==> src/rtl/bal_fifo.sv <==
// Small first-in first-out queue between the front and back parts.
// Generic over the entry type; no package dependencies.
module bal_fifo #(
  parameter int  DEPTH = 2,
  parameter type T     = logic
) (
  input  logic clk_i,
  input  logic rst_ni,
  input  logic push_i,
  input  T     data_i,
  output logic full_o,
  input  logic pop_i,
  output T     data_o,
  output logic empty_o
);

  localparam int PTR_W = (DEPTH > 1) ? $clog2(DEPTH) : 1;
  localparam int CNT_W = $clog2(DEPTH + 1);

  T                 mem_q [DEPTH];
  logic [PTR_W-1:0] wr_q, wr_d, rd_q, rd_d;
  logic [CNT_W-1:0] cnt_q, cnt_d;

  assign full_o  = (cnt_q == CNT_W'(DEPTH));
  assign empty_o = (cnt_q == '0);
  assign data_o  = mem_q[rd_q];

  always_comb begin
    wr_d  = wr_q;
    rd_d  = rd_q;
    cnt_d = cnt_q;
    if (push_i) begin
      wr_d = (wr_q == PTR_W'(DEPTH - 1)) ? '0 : wr_q + 1'b1;
    end
    if (pop_i) begin
      rd_d = (rd_q == PTR_W'(DEPTH - 1)) ? '0 : rd_q + 1'b1;
    end
    if (push_i && !pop_i) begin
      cnt_d = cnt_q + 1'b1;
    end else if (pop_i && !push_i) begin
      cnt_d = cnt_q - 1'b1;
    end
  end

  always_ff @(posedge clk_i or negedge rst_ni) begin
    if (!rst_ni) begin
      wr_q  <= '0;
      rd_q  <= '0;
      cnt_q <= '0;
    end else begin
      wr_q  <= wr_d;
      rd_q  <= rd_d;
      cnt_q <= cnt_d;
    end
  end

  always_ff @(posedge clk_i) begin
    if (push_i) begin
      mem_q[wr_q] <= data_i;
    end
  end

endmodule

==> config.mk <==
export PLATFORM = sky130hd
export DESIGN_NAME = bal_fifo
export DESIGN_NICKNAME = d
export VERILOG_FILES = /design/src/rtl/bal_fifo.sv
export SDC_FILE = /design/constraint.sdc
export NUM_CORES = 1
export LEC_CHECK = 0
export BUFFER_PORTS_ARGS = -buffer_cell sky130_fd_sc_hd__buf_4
export CORE_AREA = 2 2 39 41
export CTS_CLUSTER_SIZE = 16
export DETAILED_ROUTE_END_ITERATION = 7
export DIE_AREA = 0 0 41 43
export MAX_ROUTING_LAYER = met4
export PLACE_DENSITY = 0.44
export SYNTH_ARGS = -nofsm -noshare
export SYNTH_HDL_FRONTEND = slang
export SYNTH_SLANG_ARGS = --single-unit
==> constraint.sdc <==
create_clock -name clk_i -period 2.3 [get_ports clk_i]
set_input_delay 0.115 -clock clk_i [delete_from_list [all_inputs] [get_ports clk_i]]
set_output_delay 0.115 -clock clk_i [all_outputs]
set_load 0.005 [all_outputs]
==> results by stage, run 1 <==
Outcome:
- The run finished with clean final reports.

Route:
- The mean routed wirelength per cell is between 10 and 15 µm.
- Wires add up to about 500 µm.
- The remaining routing DRC violations is 0.
- The detailed-routing iteration count for the pre-antenna-repair pass is 3.
- Once detail routing completed, the nets flagged for antenna violations numbered 0.
- The average via count per standard cell is roughly 3.7.
- The first routing iteration left 2 violations.
- Detailed routing inserted a total of 168 vias.

Clock tree:
- Counting along the longest clock path gives a buffer depth of 2.
- The number of clock buffers added by TritonCTS is 3.
- After clock tree synthesis, the clock-pin slew on the worst setup and hold paths is about 0.05 ns.
- In this run, post-CTS repair resized a total of 0 instances.
- Clock tree synthesis selected as its root buffer the cell sky130_fd_sc_hd__clkbuf_4.
- The depth of the CTS H-tree is 1.
- TritonCTS built the clock tree.
- The worst-skew pair later-pin latency is roughly 0.25 ns.
- The sink count of the clock tree is 6.

Min path:
- The worst hold path class is in -> reg.

Die:
- The area enclosed by the die boundary is ~1800 µm².
- The effective utilization at floorplan is 18.8%.
- 8 I/O pins were placed.
- The total area inside the core boundary comes to approximately 1400 µm².
- The die boundary height is about 43 µm.
- The floorplan has 14 rows.
- From left edge to right edge, the die measures 41 µm.

Synth:
- The xor/xnor share of the synthesized area is around 17%.
- The main combinational cell family by area after synthesis is XOR/XNOR gates.
- The number of different library cells used by synthesis comes to 11.
- The synthesized design spends more area on one cell type than any other, namely sky130_fd_sc_hd__dfrtp_1.
- In the post-synthesis netlist, the biggest area contributors are sky130_fd_sc_hd__dfrtp_1 (38%), sky130_fd_sc_hd__edfxtp_1 (23%), sky130_fd_sc_hd__xor2_1 (13%), sky130_fd_sc_hd__ha_1 (4.8%), sky130_fd_sc_hd__mux2_2 (4.3%).
- The synthesized design contains 6 register bits.
- Summing every instance area after synthesis gives between 200 and 300 µm².
- Synthesis produced 19 cells.
- The top cell type's share of synthesized area is between 30% and 40%.
- Sequential cells were found to cover 61.5% of the synthesized design area.
- The net count of the mapped netlist is 25.
- The total number of yosys warnings is 0.
- A synthesized cell averages approximately 14 µm².
- Summing the areas of all and, or, nand and nor instances in the mapped netlist gives around 11% of the synthesized area.
- The compound-gate portion of the synthesized area is 0%.
- The share of synthesized cell area in full adder, half adder and majority cells is under 10%.
- The portion of synthesized area spent on multiplexers is roughly 4.3%.

Power:
- The sequential fraction of design power is between 40 and 50%.
- For this design the total switching power over the nets is about 0.12 mW.
- The worst-case IR drop observed on VDD is approximately 0.00038 V.
- The share of total power dissipated in the clock network is a little under a quarter.
- For this design the static power due to leakage is roughly 0.17 nW.
- Net switching is between 20 and 30% of the power.
- The combinational share of power is between 20% and 30%.
- The power density of the placed cells is around 1100 nW/µm².
- The internal portion of total power is 0.298 mW.

Placed design:
- The congestion estimate from routability-driven global placement came to approximately 0.57.
- The total instance count after detailed placement is 42.
- The port buffer count is 7.
- The instance area after placement is 333 µm².

GRT:
- For this run the aggregate overflow at the end of global routing stands at 0.
- The via count of the first global-routing pass is 200.
- The wire length of the first global-routing pass is around 850 µm.
- The routing layer with the top usage in global route is met2.
- For this run, global-route usage on met1 was measured as under 10%.
- The initial antenna violation count is 0.
- The global routing usage on met2 is around a tenth.
- The met3 track utilization from global routing is ~5.2%.
- Entering global routing, the biggest net connects 5 pins.
- Across every metal layer, demand over resource in global routing totals roughly 8.6%.

Timing:
- The setup clock skew after layout is about 0.0079 ns.
- The number of slew-limit violations in the final report was 0.
- The fraction of the cycle the final worst path needs is between 50% and 60%.
- The relative max-transition margin is roughly nine tenths.
- The hold violation total from the final report is 0.
- The worst hold-check slack is approximately 0.061 ns.
- For the final routed database, the setup TNS stands at 0 ns.
- Counting I/O delays and the setup requirement, the final critical path takes about 1.2 ns.
- For this run, the top clock speed supported by timing is 0.838 GHz.
- Setup repair after global routing left no endpoint under its margin.
- The actual slew at the worst max-slew pin is between 0.15 and 0.2 ns.
- Setup violations remaining at the end of the flow were counted as 0.

Setup path:
- Along the worst path, the maximum fanout reaches 2.
- The setup check on the worst reg-to-reg path leaves a slack of between 1 and 1.5 ns.
- The worst setup path is captured at a primary output.
- Data on the critical path is required at its endpoint by between 2 and 2.5 ns.
- Walking the worst path, the cells encountered are mux2_2, buf_4.
- The worst setup path is of the reg -> out kind.
- The maximum single-stage delay on the critical path is 0.37 ns.
- The type of element launching the critical path is a flip-flop.
- The data arrival time of the worst path is 1.08 ns.
- For this design, the slowest cell found on the critical path is sky130_fd_sc_hd__dfrtp_1.

Finish:
- The share of layout cells above drive strength 1 is about 40%.
- The cell area after layout is ~370 µm².
- The final non-filler cell total is 46.
- At the end of the flow the core is filled with cells to 26.4%.
- The final net count is 38.
- Relative to the synthesized area, the layout overhead comes to 40.4%.
- 0 antenna diodes ended up in the layout.

Job:
- The max-cap violation count is 0.
[flip-flops by register name (all words and copies together), names as in the netlist]
name	flops
wr_q	1
rd_q	1
cnt_q	2
mem_q	2
[final timing paths]
check                           startpoint  endpoint  depth (start not counted)
worst min register to register    cnt_q[1]  cnt_q[1]                          1
max in group asynchronous           rst_ni  cnt_q[0]                          2
worst max register to register    cnt_q[0]  cnt_q[1]                          3
worst min-delay path                data_i  mem_q[0]                          1
min in group asynchronous           rst_ni      wr_q                          2
worst max-delay path                  rd_q    data_o                          2
[synth_stat cells (all sizes together)]
cell	n
and2b	1
nor2b	1
dfrtp	4
and2	1
nor2	2
edfxtp	2
inv	1
mux2	1
ha	1
xnor2	1
xor2	4
[power groups by stage]
stage	sequential, mW	clock [mW]	combinational, mW
2_1_floorplan	0.186	0	0.0730
3_3_place_gp	0.192	0	0.124
3_5_place_dp	0.196	0	0.126
4_1_cts	0.196	0.102	0.127
5_1_grt	0.203	0.115	0.139
6_report	0.195	0.0982	0.124
[worst max-delay path: cells and delay by family, from the launching register on]
kind	cells	cell delay (ns)
mux	1	0.34
buf+inv	1	0.13
flops	1	0.37
[cells in the final DEF, fill, tap and decap left out]
master / instances
sky130_fd_sc_hd__dlygate4sd3_1: 1
sky130_fd_sc_hd__inv_1: 1
sky130_fd_sc_hd__ha_1: 1
sky130_fd_sc_hd__dfrtp_1: 4
sky130_fd_sc_hd__edfxtp_1: 2
sky130_fd_sc_hd__nor2b_1: 1
sky130_fd_sc_hd__nor2_1: 2
sky130_fd_sc_hd__xor2_1: 4
sky130_fd_sc_hd__and2_1: 1
sky130_fd_sc_hd__buf_4: 7
sky130_fd_sc_hd__xnor2_1: 1
sky130_fd_sc_hd__mux2_2: 1
sky130_fd_sc_hd__and2b_2: 1
sky130_fd_sc_hd__clkbuf_4: 3
[per-layer routing]
layer | share of wire (%) | wire length, µm
met2 | 39 | 197
met4 | 3.0 | 15
met1 | 45 | 223
met3 | 12 | 62
met5 | 0 | 0
[final cells by class]
cell class              instances  area, µm²
multi-input cells              12       96.3
clock buffers                   3       22.5
inverters                       1       3.75
flip-flops and latches          6        160
well taps                      16       20.0
repair buffers                  8       62.6
fillers                       147       1020
[through the flow]
| stage | setup slack [ns] | total power, mW |
|---|---|---|
| after CTS | 1.09 | 0.425 |
| after detailed placement | 1.35 | 0.322 |
| after floorplan | 1.43 | 0.259 |
| after global placement | 1.38 | 0.315 |
| after global routing | 1.07 | 0.457 |
| final | 1.11 | 0.417 |
[logic make-up (layout without fill, tap and decap cells)]
logic type | after synthesis | in the layout
flip-flops | 6 | 6
adder cells (fa/ha/maj) | 1 | 1
multiplexers | 1 | 1
XOR/XNOR | 5 | 5
buffers and inverters | 1 | 12
AND/OR/NAND/NOR | 5 | 5
[repair_timing]
item | 4_1_cts | 5_1_grt
hold endpoints to repair | 4 | 0
setup buffers | 0 | 0
hold buffers | 1 | 0
Note: power is estimated with default switching activity, not from simulation.
==> run 2: changes to the inputs <==
- clock period: 2.3 -> 1.1 ns (I/O delays scaled with it)
==> results by stage, run 2 (synthesized netlist as in run 1, its figures left out) <==
Die:
- The effective utilization at floorplan is 18.8% (unchanged).
- The die boundary height was 43 µm (unchanged).
- The number of core rows was 14 (unchanged).
- The I/O pin count is 8 (unchanged).
- The floorplan die width came to 41 µm (unchanged).
- The area enclosed by the die boundary is 1760 µm² (unchanged).
- The core footprint came to 1380 µm² (unchanged).

Finish:
- The final net count is 42 (was 38).
- The share of layout cells above drive strength 1 was 40.0% (unchanged).
- The number of diodes was 0 (unchanged).
- The area added between synthesis and finish is 58.2% (was 40.4%).
- The most common cell after layout, fill and taps aside is sky130_fd_sc_hd__buf_4 (unchanged).
- The cell area after layout was 412 µm² (was 365 µm²).
- The number of fill cells in the layout was 143 (was 147).
- The multi-input combinational cell area is 100 µm² (was 96.3 µm²).
- Leading cell types in the layout, fill and taps excluded: sky130_fd_sc_hd__buf_4 (8), sky130_fd_sc_hd__xor2_1 (4), sky130_fd_sc_hd__dfrtp_1 (4) (was sky130_fd_sc_hd__buf_4 (7), sky130_fd_sc_hd__xor2_1 (4), sky130_fd_sc_hd__dfrtp_1 (4)).
- Largest registers: cnt_q x2, mem_q x2 (unchanged).
- The area of all sequential standard cells is 160 µm² (unchanged).

Clock tree:
- The worst-skew pair later-pin latency is 0.24 ns (was 0.25 ns).
- The clock root buffer is sky130_fd_sc_hd__clkbuf_4 (unchanged).
- The clock tree buffer depth is 2 (unchanged).
- The TritonCTS clock tree is built (unchanged).
- The depth of the CTS H-tree came to 1 (unchanged).
- The clock slew at the register clock pins of the worst setup and hold paths is 0.05 ns (about the same).
- The TritonCTS buffer count is 3 (unchanged).
- The sink count of the clock tree is 6 (unchanged).

Min path:
- The worst hold path class is in -> reg (unchanged).

Power:
- The leakage power is 0.194 nW (was 0.169 nW).
- The post-route total power came to 0.966 mW (was 0.417 mW).
- The power density of the placed cells is 2350 nW/µm² (was 1140 nW/µm²).
- The worst ir drop on vdd came to 0.00100 V (was 0.000381 V).

GRT:
- The all-layer global routing usage is 6.42% (was 8.57%).
- The initial antenna violation count is 0 (unchanged).
- The via count of the first global-routing pass was 195 (was 200).
- The wire length of the first global-routing pass is 683 µm (was 848 µm).
- The global-route congestion overflow total is 0 (unchanged).
- The largest net degree at the start of global routing came to 5 (unchanged).

Timing:
- The actual slew at the worst max-slew pin is 0.143 ns (was 0.161 ns).
- The final worst-path setup slack is -0.00401 ns (was 1.11 ns).
- The setup clock skew after layout was 0.00854 ns (was 0.00785 ns).
- The relative max-transition margin is 90.5% (was 89.3%).
- The number of failing setup endpoints in the final timing report is 1 (was 0).
- The hold violation total from the final report is 0 (unchanged).
- Derived from the worst setup path, the maximum achievable clock frequency is ~0.9 GHz.
- The fraction of the cycle the final worst path needs is 100%.
- Unrepaired setup endpoints after global routing: yes (was no).
- The number of slew-limit violations in the final report came to 0 (unchanged).
- The final critical-path required period is around 1.1 ns.

Outcome:
- The final reports fail on setup timing.
- Status: complete, but fails checks (was finished, final reports clean).

Placed design:
- Detailed placement ended at an HPWL of between 300 and 400 µm.
- The port buffer count is 7 (unchanged).
- The instance area after placement is 333 µm² (unchanged).
- The global placer's final weighted congestion is 0.564 (was 0.569).

Setup path:
- The data arrival time of the worst path is 1.05 ns (was 1.08 ns).
- The endpoint required time on the critical path is 1.04 ns (was 2.18 ns).
- The type of element launching the critical path is a flip-flop (unchanged).
- The highest fanout seen on the critical path was 2 (unchanged).
- The critical path capture point type is a primary output (unchanged).
- The category of the most critical setup path is reg -> out (unchanged).

Job:
- The max-cap violation count is 0 (unchanged).

Route:
- The remaining routing DRC violations is 0 (unchanged).
- The via total after detailed routing was 187 (was 168).
- The number of DRC markers in iteration 0 is 0 (was 2).
- The mean routed wirelength per cell was 9.16 µm (was 10.8 µm).
- The number of routed nets with antenna violations is 0 (unchanged).
- The routed wire length came to 467 µm (was 499 µm).
- The detailed-routing iteration count for the pre-antenna-repair pass is 1 (was 3).
- The average via count per standard cell was 3.67 (was 3.65).
==> run 2: cell types whose count changed in the layout (fill, tap and decap cells not counted), sizes merged <==
cell | before | now
buf | 7 | 9
clkbuf | 3 | 4
dlygate4sd3 | 1 | 3
==> run 2: metal layers <==
| metal | vias up | share of wire (%) | global-route usage (%) |
|---|---|---|---|
| li1 | 92 | - | - |
| met1 | 87 | 49 | 6.23 |
| met2 | 8 | 40 | 8.75 |
| met3 | 0 | 11 | 6.28 |
| met4 | 0 | 0 | 2.00 |
| met5 | - | 0 | - |
==> run 2: final timing paths <==
check	startpoint	to	slack [ns]	cells after the start
max reg2reg	cnt_q[0]	cnt_q[1]	0.17	3
max in group asynchronous	rst_ni	cnt_q[0]	0.84	2
min reg2reg	wr_q	wr_q	0.48	1
max	rd_q	data_o	-0.004	2
min	push_i	wr_q	0.02	2
min in group asynchronous	rst_ni	rd_q	0.15	2
==> run 2: layout make-up <==
class,count,area share (%)
Clock buffer,4,6.38
Inverter,1,0.912
Multi-Input combinational cell,12,24.3
Sequential cell,6,38.9
Tap cell,16,4.86
Timing Repair Buffer,12,24.6
==> run 2: timing repair <==
action	4_1_cts	5_1_grt
hold endpoints to repair	7	0
setup buffers	1	1
hold buffers	3	0
endpoints found under the setup margin	1	2
gates resized for setup	2	0
==> run 2: per-stage QoR <==
| stage | cells | TNS, ns | utilization (%) | setup WS [ns] | hold WS (ns) |
|---|---|---|---|---|---|
| final | 51 | -0.00401 | 29.7 | -0.00401 | 0.0227 |
| after global routing | 51 | -0.0524 | 29.7 | -0.0524 | 0.0156 |
| after CTS | 50 | -0.0207 | 29.2 | -0.0207 | 0.0155 |
| after detailed placement | 42 | 0 | 24.1 | 0.172 | -0.146 |
| after global placement | 42 | 0 | 24.1 | 0.207 | -0.147 |
| after floorplan | 19 | 0 | - | 0.230 | -0.241 |
==> run 2: where the power goes <==
| part | internal (mW) | switching (mW) | total, mW |
|---|---|---|---|
| Clock | 0.137 | 0.0794 | 0.217 |
| Combinational | 0.239 | 0.111 | 0.350 |
| Sequential | 0.327 | 0.0729 | 0.400 |
| Total | 0.703 | 0.263 | 0.966 |
==> run 2: worst max-delay path: stages, from the launching register on <==
cell                      delay, ns
sky130_fd_sc_hd__dfrtp_1       0.39
sky130_fd_sc_hd__mux2_4        0.30
sky130_fd_sc_hd__buf_6         0.11
==> run 3: changes to the inputs <==
--- a/config.mk
+++ b/config.mk
@@ -6,4 +6,5 @@
 export NUM_CORES = 1
 export LEC_CHECK = 0
+export ABC_AREA = 0
 export BUFFER_PORTS_ARGS = -buffer_cell sky130_fd_sc_hd__buf_4
 export CORE_AREA = 2 2 39 41
==> constraint.sdc (replaced) <==
create_clock -name clk_i -period 1.1 [get_ports clk_i]
set_input_delay 0.055 -clock clk_i [delete_from_list [all_inputs] [get_ports clk_i]]
set_output_delay 0.055 -clock clk_i [all_outputs]
set_load 0.1 [all_outputs]
==> results by stage, run 3 (synthesized netlist as in run 1, its figures left out) <==
Outcome:
- Status: complete, but fails checks (unchanged).
- Violations in the final reports: setup timing (unchanged).

Die:
- The die boundary height is 43 µm (unchanged).
- The I/O pin count is 8 (unchanged).
- The floorplan die width came to 41 µm (unchanged).
- The number of core rows came to 14 (unchanged).
- The effective utilization at floorplan is 18.8% (unchanged).
- The area enclosed by the die boundary was 1760 µm² (unchanged).
- The core footprint is 1380 µm² (unchanged).

Setup path:
- The highest-delay cell along the critical path is sky130_fd_sc_hd__dfrtp_1 (unchanged).
- The highest fanout seen on the critical path was 2 (unchanged).
- The capturing point of the worst reg2reg path is cnt_q[1] (unchanged).
- Chain of cells forming the critical path: mux2_4, buf_12 (was mux2_4, buf_6).
- The data arrival time of the worst path is 1.11 ns (was 1.05 ns).
- The top cell family by delay on the critical path was flip-flops (unchanged).
- The category of the most critical setup path is reg -> out (unchanged).
- The maximum single-stage delay on the critical path is 0.38 ns (was 0.39 ns).
- The endpoint required time on the critical path came to 1.04 ns (about the same).
- The reg2reg setup slack came to 0.13 ns (was 0.17 ns).
- The depth of the worst register-to-register path is 3 (unchanged).
- The critical path buffer and inverter count is 1 (unchanged).
- The type of element launching the critical path was a flip-flop (unchanged).
- The critical path capture point type is a primary output (unchanged).
- The source of the worst register-to-register timing path is cnt_q[0] (unchanged).

Timing:
- The final critical-path required period is 1.16 ns (was 1.10 ns).
- The actual slew at the worst max-slew pin is 0.176 ns (was 0.143 ns).
- The number of slew-limit violations in the final report is 0 (unchanged).
- The setup clock skew after layout is 0.000174 ns (was 0.00854 ns).
- The upper clock frequency limit is 0.862 GHz (was 0.906 GHz).
- The fraction of the cycle the final worst path needs came to 105% (was 100%).
- The number of failing setup endpoints in the final timing report was 2 (was 1).
- Unrepaired setup endpoints after global routing: yes (unchanged).
- The relative max-transition margin is 88.3% (was 90.5%).
- The setup total negative slack is -0.112 ns (was -0.00401 ns).
- The final worst-path setup slack is -0.0601 ns (was -0.00401 ns).
- The hold violation total from the final report is 0 (unchanged).

Finish:
- The cell area after layout was 447 µm² (was 412 µm²).
- Leading cell types in the layout, fill and taps excluded: sky130_fd_sc_hd__buf_4 (5), sky130_fd_sc_hd__xor2_1 (4) (was sky130_fd_sc_hd__buf_4 (8), sky130_fd_sc_hd__xor2_1 (4), sky130_fd_sc_hd__dfrtp_1 (4)).
- The final net count was 41 (was 42).
- Largest registers: cnt_q x2, mem_q x2 (unchanged).
- The core occupancy in the finished layout came to 32.3% (was 29.7%).
- The area added between synthesis and finish is 71.6% (was 58.2%).
- The number of diodes was 0 (unchanged).
- The most common cell after layout, fill and taps aside was sky130_fd_sc_hd__buf_4 (unchanged).
- The share of layout cells above drive strength 1 was 44.1% (was 40.0%).

Min path:
- The worst min-delay path startpoint was push_i (unchanged).
- The worst hold path class is in -> reg (unchanged).
- The worst-case hold path end point is wr_q (unchanged).
- The hold-critical path depth was 2 (unchanged).

Clock tree:
- The clock slew at the register clock pins of the worst setup and hold paths is 0.05 ns (about the same).
- The worst-skew pair later-pin latency is 0.24 ns (about the same).
- The clock tree buffer depth is 2 (unchanged).
- The TritonCTS clock tree is built (unchanged).
- The TritonCTS buffer count is 3 (unchanged).
- The sink count of the clock tree is 6 (unchanged).
- The clock root buffer is sky130_fd_sc_hd__clkbuf_4 (unchanged).
- The depth of the CTS H-tree is 1 (unchanged).

Placed design:
- The worst setup slack after placement came to 0.105 ns (was 0.172 ns).
- The detailed placement HPWL came to 373 µm (was 357 µm).
- The instance area after placement came to 340 µm² (was 333 µm²).
- The global placer's final weighted congestion is 0.554 (was 0.564).
- The port buffer count is 7 (unchanged).

GRT:
- The initial antenna violation count is 0 (unchanged).
- The all-layer global routing usage came to 7.98% (was 6.42%).
- The global-route congestion overflow total was 0 (unchanged).
- The largest net degree at the start of global routing is 5 (unchanged).
- The wire length of the first global-routing pass is 807 µm (was 683 µm).
- The via count of the first global-routing pass is 201 (was 195).

Job:
- The max-cap violation count is 0 (unchanged).

Route:
- The routed wire length is 469 µm (was 467 µm).
- The via total after detailed routing is 185 (was 187).
- The number of DRC markers in iteration 0 is 0 (unchanged).
- The mean routed wirelength per cell came to 9.38 µm (was 9.16 µm).
- The number of routed nets with antenna violations was 0 (unchanged).
- The detailed-routing iteration count for the pre-antenna-repair pass came to 1 (unchanged).
- The remaining routing DRC violations is 0 (unchanged).
- The average via count per standard cell is 3.70 (was 3.67).
-- run 3: metal layers --
metal	wire length (µm)	up-vias	share of wire (%)	GRT usage (%)
li1	-	92	-	-
met4	0	0	0	10.0
met2	257	4	55	10.6
met3	25	0	5.3	3.14
met1	186	89	40	7.24
met5	0	-	0	-
-- run 3: timing repair --
action                     4_1_cts  5_1_grt
hold endpoints to repair         7        0
buffers inserted                 1        0
resized for setup                9        2
hold buffers                     3        0
setup endpoints to repair        3        3
-- run 3: cell type report --
class                      count  area, µm²
fill                         151        937
sequential                     6        161
timing repair buffer          11        128
multi-input combinational     12        108
clock buffer                   4       26.3
tap                           16       20.0
inverter                       1       3.75
-- run 3: how the worst max path moves through the flow --
stage / slack, ns / from / depth (start not counted) / endpoint
final: -0.06 / rd_q / 2 / data_o
after floorplan: 0.07 / cnt_q[0] / 1 / full_o
after detailed placement: 0.10 / cnt_q[0] / 2 / full_o
after global routing: -0.1 / rd_q / 2 / data_o
after CTS: -0.07 / rd_q / 2 / data_o
after global placement: 0.12 / cnt_q[0] / 2 / full_o
-- run 3: through the flow --
step / hold slack [ns] / instances
after detailed placement: -0.141 / 42
after global placement: -0.145 / 42
after CTS: 0.00975 / 50
after floorplan: -0.241 / 19
final: 0.0143 / 50
after global routing: 0.0210 / 50
Power of run 3 is left out: the tool's default activity adds up to more than one toggle a clock period on the data nets, which glitch-free logic cannot reach.
